--- src/rtl/geq_pkg.sv ---
`timescale 1ns / 1ps
// ---------------------------------------------------------------------------
// geq_pkg
// Shared constants, types and arithmetic helpers for the peaking-band
// graphic equalizer.
// ---------------------------------------------------------------------------
package geq_pkg;

   localparam int BANDS_DEF          = 10;
   localparam int CHANNELS_DEF       = 2;
   localparam int COEF_FRAC_BITS_DEF = 28;
   localparam int SAMPLE_BITS_DEF    = 16;
   localparam int NCOEF              = 5;
   localparam int Y_FRAC             = 8;
   localparam int COEF_W             = 32;
   localparam int Y_W                = 32;
   localparam int ACC_W              = 64;

   localparam logic CMD_SAMPLE = 1'b0;
   localparam logic CMD_COEF   = 1'b1;

   // Tap codes inside one band, in MAC order.
   typedef enum logic [2:0] {
      TAP_B0 = 3'd0,
      TAP_B1 = 3'd1,
      TAP_B2 = 3'd2,
      TAP_A1 = 3'd3,
      TAP_A2 = 3'd4
   } tap_type;

   typedef enum logic [2:0] {
      ST_IDLE,
      ST_MUL,
      ST_ACC,
      ST_ROUND,
      ST_SUM,
      ST_DIV,
      ST_OUT
   } state_type;

   // Control handed from the sequencer to every cell of the chain.
   typedef struct packed {
      logic shift;   // rotate coefficients and band histories by one cell
      logic wr_y;    // write new y into head cell's history (for channel)
      logic wr_c;    // write one coefficient into the addressed cell
   } cell_ctl_type;

   // Saturating signed 64-bit add.
   function automatic logic signed [ACC_W-1:0] sat_add64(
      input logic signed [ACC_W-1:0] a,
      input logic signed [ACC_W-1:0] b
   );
      logic signed [ACC_W-1:0] s;
      s = a + b;
      if (a[ACC_W-1] == b[ACC_W-1] && s[ACC_W-1] != a[ACC_W-1]) begin
         s = a[ACC_W-1] ? {1'b1, {(ACC_W-1){1'b0}}} : {1'b0, {(ACC_W-1){1'b1}}};
      end
      return s;
   endfunction

endpackage

--- src/rtl/geq_cell.sv ---
`timescale 1ns / 1ps
// ---------------------------------------------------------------------------
// geq_cell
// One band cell: five coefficients and the y history of every channel.
// Contents rotate to the next cell on shift.
// ---------------------------------------------------------------------------
module geq_cell #(
   parameter int CHANNELS = geq_pkg::CHANNELS_DEF,
   parameter int CH_W     = 1
) (
   input  logic                                       clock,
   input  logic                                       reset,
   input  geq_pkg::cell_ctl_type                      ctl,
   input  logic                                       sel_c,
   input  logic [2:0]                                 c_idx,
   input  logic signed [geq_pkg::COEF_W-1:0]          c_val,
   input  logic [CH_W-1:0]                            ch,
   input  logic signed [geq_pkg::Y_W-1:0]             y_new,
   input  logic signed [geq_pkg::COEF_W-1:0]          coef_prev [geq_pkg::NCOEF],
   input  logic signed [geq_pkg::Y_W-1:0]             yh_prev   [CHANNELS][2],
   output logic signed [geq_pkg::COEF_W-1:0]          coef_q    [geq_pkg::NCOEF],
   output logic signed [geq_pkg::Y_W-1:0]             yh_q      [CHANNELS][2]
);
   import geq_pkg::*;

   logic signed [COEF_W-1:0] coef_ff [NCOEF];
   logic signed [Y_W-1:0]    yh_ff   [CHANNELS][2];

   always_ff @(posedge clock) begin
      if (reset) begin
         for (int i = 0; i < NCOEF; i++) coef_ff[i] <= '0;
         for (int c = 0; c < CHANNELS; c++) begin
            yh_ff[c][0] <= '0;
            yh_ff[c][1] <= '0;
         end
      end else if (ctl.shift) begin
         coef_ff <= coef_prev;
         for (int c = 0; c < CHANNELS; c++) begin
            // head cell gets the fresh output while the band rotates
            if (ctl.wr_y && ch == CH_W'(c)) begin
               yh_ff[c][0] <= y_new;
               yh_ff[c][1] <= yh_prev[c][0];
            end else begin
               yh_ff[c] <= yh_prev[c];
            end
         end
      end else if (ctl.wr_c && sel_c) begin
         for (int i = 0; i < NCOEF; i++)
            if (c_idx == 3'(i)) coef_ff[i] <= c_val;
      end
   end

   assign coef_q = coef_ff;
   assign yh_q   = yh_ff;
endmodule

--- config.mk ---
export PLATFORM = sky130hd
export DESIGN_NAME = geq_cell
export DESIGN_NICKNAME = d
export VERILOG_FILES = /design/src/rtl/geq_pkg.sv /design/src/rtl/geq_cell.sv
export SDC_FILE = /design/constraint.sdc
export NUM_CORES = 1
export LEC_CHECK = 0
export BUFFER_PORTS_ARGS = -buffer_cell sky130_fd_sc_hd__clkbuf_2
export CORE_AREA = 4 4 252 254
export CTS_CLUSTER_DIAMETER = 80
export DETAILED_ROUTE_END_ITERATION = 7
export DIE_AREA = 0 0 256 258
export GPL_TIMING_DRIVEN = 0
export RECOVER_POWER = 25
export SYNTH_ARGS = -nofsm -noshare
export SYNTH_HDL_FRONTEND = slang
export SYNTH_SLANG_ARGS = --single-unit
--- constraint.sdc ---
create_clock -name clock -period 1.25 [get_ports clock]
set_input_delay 0.0625 -clock clock [delete_from_list [all_inputs] [get_ports clock]]
set_output_delay 0.0625 -clock clock [all_outputs]
set_load 0.05 [all_outputs]
# Word level (Yosys, flattened, before mapping)
# Cells that the tools add are included.
# word_totals
regBits	288
latchBits	0
ramBits	0
rom_bits	0
inputBits	362
out_inout_bits	288
wordCells	38
memories	0
# classes
n_addsub	0
multipliers	0
div_mod_pow	0
order_cmp	0
n_eq_ne	4
shift	0
muxes	9
n_bitwise	1
n_reduce_logical	15
# op_table
cell	count
two-way mux 160 bit	2
two-way mux 32 bit	5
two-way mux 64 bit	2
nonzero test 2 bit	6
AND reduction 2 bit	5
== test 3 x 2 -> 1 bit, second input constant	2
== test 3 x 1 -> 1 bit, second input constant	1
== test 3 bit, second input constant	1
logical AND 1 bit	3
zero test 3 bit	1
NOT 1 bit	1

# Logic depth before layout (Yosys ltp)
# Gate-level depths: netlist of the first run.
# depth
depth_word	4
depth_mapped	6
ltp_nobuf	3

# Worst setup path before layout of the first run
# Ideal clock, no wire load.
# synth_path
kind	input -> register
from	input ctl[2] (netlist bit)
to	register coef_ff, in the netlist coef_q[123]
setup_time_ns	0.151
arrival_ns	0.977
required_time_ns	1.099
slack_ns	0.122
path_stages	4
n_path_buf	3
path_cell_list	buf_2 -> clkbuf_1 -> clkbuf_1 -> a221oi_1
# synth_via
elab_chain_len	2
elab_cells_between_ends	4
classes_between	mux (1); reduce/logical (3)
# synth_rtl
element	line_no	rtl
start: declaration	geq_cell.sv:13	input geq_pkg::cell_ctl_type ctl,
nonzero test 2 bit (no line)	--	
AND reduction 2 bit (no line)	--	
end signal: assignment	geq_cell.sv:37	coef_ff <= coef_prev;
end signal: indexed assignment	geq_cell.sv:49	if (c_idx == 3'(i)) coef_ff[i] <= c_val;
end: declaration	geq_cell.sv:26	logic signed [COEF_W-1:0] coef_ff [NCOEF];
# Parallel ways exist; a longest one is shown, timed or not.
# A chain may end at the register's enable or synchronous reset.

# Final worst setup path of the first run
# layout_path
from	input ch
to	register yh_ff, in the netlist yh_q[29]
# layout_via
elab_chain_len	2
# layout_rtl
element	line_no	rtl
start: declaration	geq_cell.sv:17	input logic [CH_W-1:0] ch,
logical AND 1 bit	geq_cell.sv:40	if (ctl.wr_y && ch == CH_W'(c)) begin
two-way mux 64 bit	geq_cell.sv:40	
end signal: indexed assignment	geq_cell.sv:41	yh_ff[c][0] <= y_new;
end signal: indexed assignment	geq_cell.sv:42	yh_ff[c][1] <= yh_prev[c][0];
end signal: indexed assignment	geq_cell.sv:44	yh_ff[c] <= yh_prev[c];
end: declaration	geq_cell.sv:27	logic signed [Y_W-1:0] yh_ff [CHANNELS][2];
# No other way between the ends.

==> results.md, run 1 <==
* Failing checks: setup timing
* CP endpoint kind: flop
* Crit Path Max Fanout at 10
* Number of cell rows at between 90 and 100
* Initial Util at between 20% and 30%
* Chip Width at 256 um
* Worst slew pin tran at 0.943 ns
* WHS at ~0.021 ns
* Pin count of the biggest net entering global routing at 13
* WP data required at 1.70 ns
* Clk_lat worst skew at between 0.5 and 0.6 ns
* Simple-Gate Fraction of Synth Area at under 10%
* Setup TNS at -0.402 ns
* Mapped cell area at about 0.013 mm2
* Max_cap viols at 0
* Worst-path clk slew at about 0.060 ns
* Reg2reg setup slack at approximately 0.30 ns
* # IOs at between 600 and 700
* Port Buf Inserts at between 600 and 700
* # DRC at 0
* Endpoints failing hold at 0
* Post-route setup slack at -0.0897 ns
* Final Critical Period at around 1.3 ns
* Die Ht at between 200 and 300 um
* Mean routed wirelength per cell at 26.1 um
* Non-filler cells, final at between 3000 and 4000
* Adder-Cell Fraction of Synth Area at 0%
* Critical Path Source Type: input pin
* Total CTS buffers at 38
* Critical path cell sequence: clkbuf_2 -> nand2_1 -> clkbuf_1 -> nand2_1 -> a311oi_1
* Final Util at between 30% and 40%
* Largest family of logic cells by synthesized area: compound AO/OA/AOI/OAI gates
* Layout cell share with drive strength beyond 1 at between 30% and 40%
* Crit-path max cell delay at ~0.57 ns
* Slew Viols, Final at 0
* CP most frequent cell: nand2_1
* DRT iter0 DRCs at around 1400
* Nets at 2992
* Critical path's slowest cell: nand2_1
* CTS HTree Levels at 2
* Slew headroom at ~37%
* Worst r2r dst: yh_q[21]
* GP Congestion at around 0.96
* Area grow syn2layout at 76.3%
* Worst hold stages at 3
* Post-synthesis average cell area at 8.52 um2
* Fin crit share at 107%
* Yosys Warn Count at 0
* Post-synthesis xor/xnor area fraction at 0%
* Critical path class: in -> reg
* Cells after synthesis at roughly 1600
* Register area share after synthesis at a little over two fifths
* # clock sinks at 288
* Routed vias/inst at 5.25
* Via count at about 18000
* Global Route Usage Sum at about a quarter
* Core Region at approximately 0.061 mm2
* RSZ-0062 raised after global routing: true
* Reg2Reg Launch Point: yh_q[21]
* Most frequent cells in the layout: 409 x clkbuf_2, 359 x dlygate4sd3_1, 278 x dfxtp_1, 202 x clkbuf_4
* Post-Syn Nets at around 1900
* Worst setup path endpoint: yh_q[29]
* Total grt overflow at 0
* CP arrival at roughly 1.8 ns
* HPWL after DPL at between 60 and 70 mm
* # setup viols final at 9
* Cells on worst reg2reg path at 2
* Synth Register Bits at between 200 and 300
* Power per standard cell area at around 1200 mW/mm2
* CTS tree: done
* Maximum clock rate at between 0.7 and 0.8 GHz
* Setup crit start: ch
* Post-synthesis compound-gate area fraction at 33.4%
* Hold crit path type: in -> reg
* Final ANT Viol Nets at 0
* Max Root-Sink Buffers at 3
* Leak at roughly 11 nW
* DR pass1 iterations at 8
* Placed cells at just over 3000
* Design Power at about 30 mW
* Synth cell types at 23
* Status: finished, violations left
* First-pass GRT wire length at roughly 130 mm
* Fillcell total at 6043
* Vias in the first global route at ~19000
* Initial antenna violation count at 8
* Routed WL at roughly 90 mm
* CTS root buf: clkbuf_16
* Die footprint at 0.0660 mm2
* Worst VDD drop at just under 0.0007 V
* Mux cell area share after synthesis at 4.76%
* Most common cell after layout, fill and taps aside: clkbuf_2
* Fin Clk Skew at 0 ns
worst max-delay path, delay by kind of cell:
family / cells / cell delay (ns)
simple gates: 2 / 0.71
buf+inv: 2 / 0.67
compound gates: 1 / 0.34
final cells by class:
cell class	instances	area (um2)	area share [%]
inverter	160	601	2.53
sequential	288	5780	24.4
timing repair buffer	1011	7890	33.3
buffer	191	936	3.95
multi-input combinational	940	6290	26.5
tap	790	988	4.17
clock inverter	15	116	0.491
clock buffer	52	1090	4.61
antenna	7	17.5	0.0739
flip-flops by register name, summed over array words and instances, names as in the netlist:
| name | count |
|---|---|
| coef_q | 160 |
| yh_q | 128 |
worst min-delay path by stage:
stage                   start     endpoint
3_3_place_gp   coef_prev[130]  coef_q[130]
4_1_cts             c_val[10]  coef_q[138]
6_report          yh_prev[95]     yh_q[95]
2_1_floorplan  coef_prev[128]  coef_q[128]
3_5_place_dp   coef_prev[130]  coef_q[130]
5_1_grt             c_val[12]  coef_q[108]
metrics by stage:
stage	setup slack, ns	instance area (um2)
floorplan	0.122	13400
global placement	-1.09	17700
detailed placement	-1.12	17700
CTS	0.00000200	23500
global route	-0.0552	23700
finish	-0.0897	23700
cell families (layout without fill, tap and decap cells):
kind of cell,Yosys count,count (layout)
and+or+nand+nor,268,268
buffers and inverters,351,1429
muxes,64,64
AOI/OAI and AO/OA,608,608
other,0,7
DFF,288,288
per-layer routing:
| layer | track usage [%] | routed length (um) | up-vias |
|---|---|---|---|
| li1 | - | - | 8010 |
| met1 | 26.5 | 31700 | 8623 |
| met2 | 46.6 | 44800 | 1169 |
| met3 | 6.72 | 7150 | 314 |
| met4 | 15.1 | 6280 | 6 |
| met5 | 0 | 29 | - |
report_power, final:
group	leakage, nW	internal [mW]	switching, mW
logic	7.53	2.99	5.56
clock network	0.593	6.18	4.62
registers	2.40	9.87	0.411
total	10.5	19.0	10.6
cells in the mapped netlist, drive strengths merged:
library cell	count	area, um2
a221oi	160	1650
inv	160	601
a211oi	64	480
and3	1	6.26
nand3b	1	11.3
mux2i	64	641
a31oi	160	1000
a311oi	64	561
clkbuf	121	454
or2	1	6.26
nand2b	2	12.5
dfxtp	288	5770
nand3	65	325
nor2b	3	18.8
nor2	129	487
and3b	1	8.76
nand2	65	244
buf	70	372
o21ai	160	801
what timing repair did:
item                       in CTS  in global routing
resized for setup             365                103
cloned                          0                  1
hold endpoints to repair      287                  0
setup buffers                   0                  4
hold buffers                  359                  0
setup endpoints to repair     529                149
No activity file was read; power rests on OpenSTA's default activity.
==> run 2, diff against run 1 <==
--- a/config.mk
+++ b/config.mk
@@ -5,12 +5,14 @@
 export SDC_FILE = /design/constraint.sdc
 export NUM_CORES = 1
 export LEC_CHECK = 0
+export ABC_CLOCK_PERIOD_IN_PS = 1250
 export BUFFER_PORTS_ARGS = -buffer_cell sky130_fd_sc_hd__clkbuf_2
-export CORE_AREA = 4 4 252 254
+export CORE_AREA = 4 4 254 256
 export CTS_CLUSTER_DIAMETER = 80
 export DETAILED_ROUTE_END_ITERATION = 7
-export DIE_AREA = 0 0 256 258
+export DIE_AREA = 0 0 258 260
 export GPL_TIMING_DRIVEN = 0
+export HOLD_SLACK_MARGIN = 0.08
 export RECOVER_POWER = 25
 export SYNTH_ARGS = -nofsm -noshare
 export SYNTH_HDL_FRONTEND = slang
==> run 2 against run 1 <==
Effect of this change:
- the flow still finishes with violations (setup timing)
- global-route usage is essentially flat
- utilization is 0.18 points lower
- setup slack worse by 0.011 ns
- largest cell class unchanged
- maximum frequency fell by 0.83%
- clock power grew 6%
- final cell count is 2.1% higher
- hold slack improved by 0.095 ns
- count of clock-buffer cells in the layout is 1 lower
==> results.md, run 2 (synthesized netlist as in run 1, its figures left out) <==
* Reg2Reg Launch Point: yh_q[12]
* Slew headroom at 50.1% (+13 points)
* Total grt overflow at 0 (unchanged)
* Final instance area at 0.0241 mm2 (+1.6%)
* Vias in the first global route at 19000 (+1.9%)
* Chip Width at 258 um (+0.78%)
* Final ANT Viol Nets at 0 (unchanged)
* Worst Hold End: coef_q[105]
* Max reg flops at 160 (unchanged)
* Crit Path Max Fanout at 10 (unchanged)
* Power Internal at 19.7 mW (+3.3%)
* CTS root buf: clkbuf_16
* Routed WL at 91.0 mm (+1.2%)
* WHS at 0.116 ns (+0.0954 ns)
* Net Sw Frac at 35.3% (-0.40 points)
* First-pass GRT wire length at 127 mm (+0.58%)
* GP Congestion at 0.939 (-2.4%)
* Initial antenna violation count at 8 (unchanged)
* Critical path's slowest cell: dlygate4sd3_1
* Critical path cell sequence: clkbuf_2 -> nor2b_1 -> buf_6 -> buf_8 -> mux2i_1 -> dlygate4sd3_1 -> a211oi_2
* Fin crit share at 108% (+0.90 points)
* Via count at 18200 (+0.34%)
* Area of the multi-input gates at 0.00627 mm2 (-0.18%)
* Clock share of power at 37.8% (+1.4 points)
* Reg2reg setup slack at 0.28 ns (-0.02 ns)
* Power per standard cell area at 1260 mW/mm2 (+1.1%)
* Dpl ws at -1.05 ns (+0.0678 ns)
* Worst r2r dst: yh_q[12]
* Worst VDD drop at 0.000780 V (+13%)
* Fin Clk Skew at 0 ns (unchanged)
* Die Ht at 260 um (+0.78%)
* Worst hold stages at 3 (unchanged)
* Nets at 3006 (+0.47%)
* Post-route setup slack at -0.101 ns (-0.0113 ns)
* CP arrival at 1.75 ns (-0.04 ns)
* Hold crit path type: in -> reg
* Leak at 10.6 nW (+1.2%)
* Placed instance area at 0.0177 mm2 (+0.40%)
* Power share of the sequential group at 33.9% (-0.8 points)
* Initial Util at 21.5% (-0.44 points)
* Clk_lat worst skew at 0.55 ns (about the same)
* Layout cell share with drive strength beyond 1 at 32.8% (about the same)
* Worst-path clk slew at 0.06 ns (about the same)
* Routed vias/inst at 5.16 (-1.7%)
* Max Root-Sink Buffers at 3 (unchanged)
* Crit-path max cell delay at 0.62 ns (+0.05 ns)
* Critical path class: in -> reg
* Fillcell total at 6162 (+2.0%)
* WP data required at 1.65 ns (-0.05 ns)
* Slew Viols, Final at 0 (unchanged)
* Max_cap viols at 0 (unchanged)
* DRT iter0 DRCs at 1507 (+4.1%)
* Failing checks: setup timing
* Mean routed wirelength per cell at 25.8 um (-0.93%)
* # clock sinks at 288 (unchanged)
* Endpoints failing hold at 0 (unchanged)
* Area grow syn2layout at 79.0%
* # DRC at 0 (unchanged)
* Worst slew pin tran at 0.748 ns (-0.195 ns)
* Most frequent cells in the layout: 414 x clkbuf_2, 375 x dlygate4sd3_1, 271 x dfxtp_1, 179 x clkbuf_4
* CP endpoint kind: flop
* Status: finished, violations left
* Pin count of the biggest net entering global routing at 15 (+2)
* CTS tree: done
* P_sw at 10.7 mW (+1.5%)
* Hold Crit Start: c_val[9]
* Total CTS buffers at 38 (unchanged)
* Comb pwr share at 28.4% (-0.4 points)
* Final Critical Period at 1.35 ns (+0.0113 ns)
* Port Buf Inserts at 647 (unchanged)
* HPWL after DPL at 67.5 mm (+1.1%)
* Maximum clock rate at 0.740 GHz (-0.83%)
* Critical Path Source Type: input pin
* Number of cell rows at 92 (+1.1%)
* RSZ-0062 raised after global routing: true
* # IOs at 650 (unchanged)
* Register area at 0.00579 mm2 (+0.15%)
* Global Route Usage Sum at 25.6% (-0.026 points)
* Core Region at 0.0625 mm2 (+2.0%)
* Cells on worst reg2reg path at 2 (unchanged)
* CTS HTree Levels at 2 (unchanged)
* DR pass1 iterations at 8 (unchanged)
* # setup viols final at 15 (+6)
* Die footprint at 0.0671 mm2 (+1.6%)
* Most common cell after layout, fill and taps aside: clkbuf_2
==> run 2: timing repair <==
item | 4_1_cts | 5_1_grt
setup buffers | 0 | 3
resized for setup | 373 | 123
endpoints found under the setup margin | 517 | 173
hold endpoints to repair | 288 | 0
cloned | 0 | 0
hold buffers | 375 | 0
==> run 2: final cells by class <==
type / instances / share of cell area (%)
clock inverters: 18 / 0.780
multi-input cells: 940 / 26.1
repair buffers: 1025 / 33.7
inverters: 160 / 2.49
clock buffers: 51 / 4.63
flip-flops and latches: 288 / 24.0
plain buffers: 191 / 3.82
diodes: 8 / 0.0832
well taps: 846 / 4.40
==> run 2: worst max path at each step <==
stage              start          end  cells after the start
2_1_floorplan     ctl[2]  coef_q[123]                      4
3_3_place_gp      ctl[2]  coef_q[118]                      4
3_5_place_dp      ctl[2]     yh_q[60]                      4
4_1_cts        yh_q[107]    yh_q[107]                      1
5_1_grt           ctl[1]     yh_q[89]                      7
6_report          ctl[1]     yh_q[89]                      7
==> run 2: power by group through the flow <==
stage	logic, mW	registers (mW)	clock network (mW)
2_1_floorplan	1.97	12.7	0
3_3_place_gp	6.95	10.4	0
3_5_place_dp	6.96	10.4	0
4_1_cts	8.43	10.3	11.6
5_1_grt	9.01	10.3	12.0
6_report	8.62	10.3	11.5
==> run 2: worst max-delay path, delay by kind of cell <==
family | cells | cell delay (ns)
muxes | 1 | 0.21
AOI/OAI and AO/OA | 1 | 0.09
and+or+nand+nor | 1 | 0.21
buffers and inverters | 4 | 1.16
==> run 2: layer usage <==
| metal | up-vias | track usage (%) | wire (um) |
|---|---|---|---|
| met5 | - | 0 | 8 |
| met1 | 8611 | 26.1 | 30800 |
| met4 | 2 | 19.0 | 8060 |
| li1 | 8050 | - | - |
| met3 | 353 | 6.54 | 8060 |
| met2 | 1167 | 45.1 | 44100 |
==> run 2: metrics by stage <==
| stage | power (mW) | utilization (%) | instances | setup TNS, ns |
|---|---|---|---|---|
| finish | 30.4 | 38.5 | 3527 | -0.635 |
| global route | 31.3 | 38.5 | 3522 | -1.00 |
| CTS | 30.3 | 38.3 | 3516 | 0 |
| detailed placement | 17.4 | 28.4 | 3072 | -222.53 |
| global placement | 17.4 | 28.4 | 3072 | -215.95 |
| floorplan | 14.7 | - | 1579 | 0 |
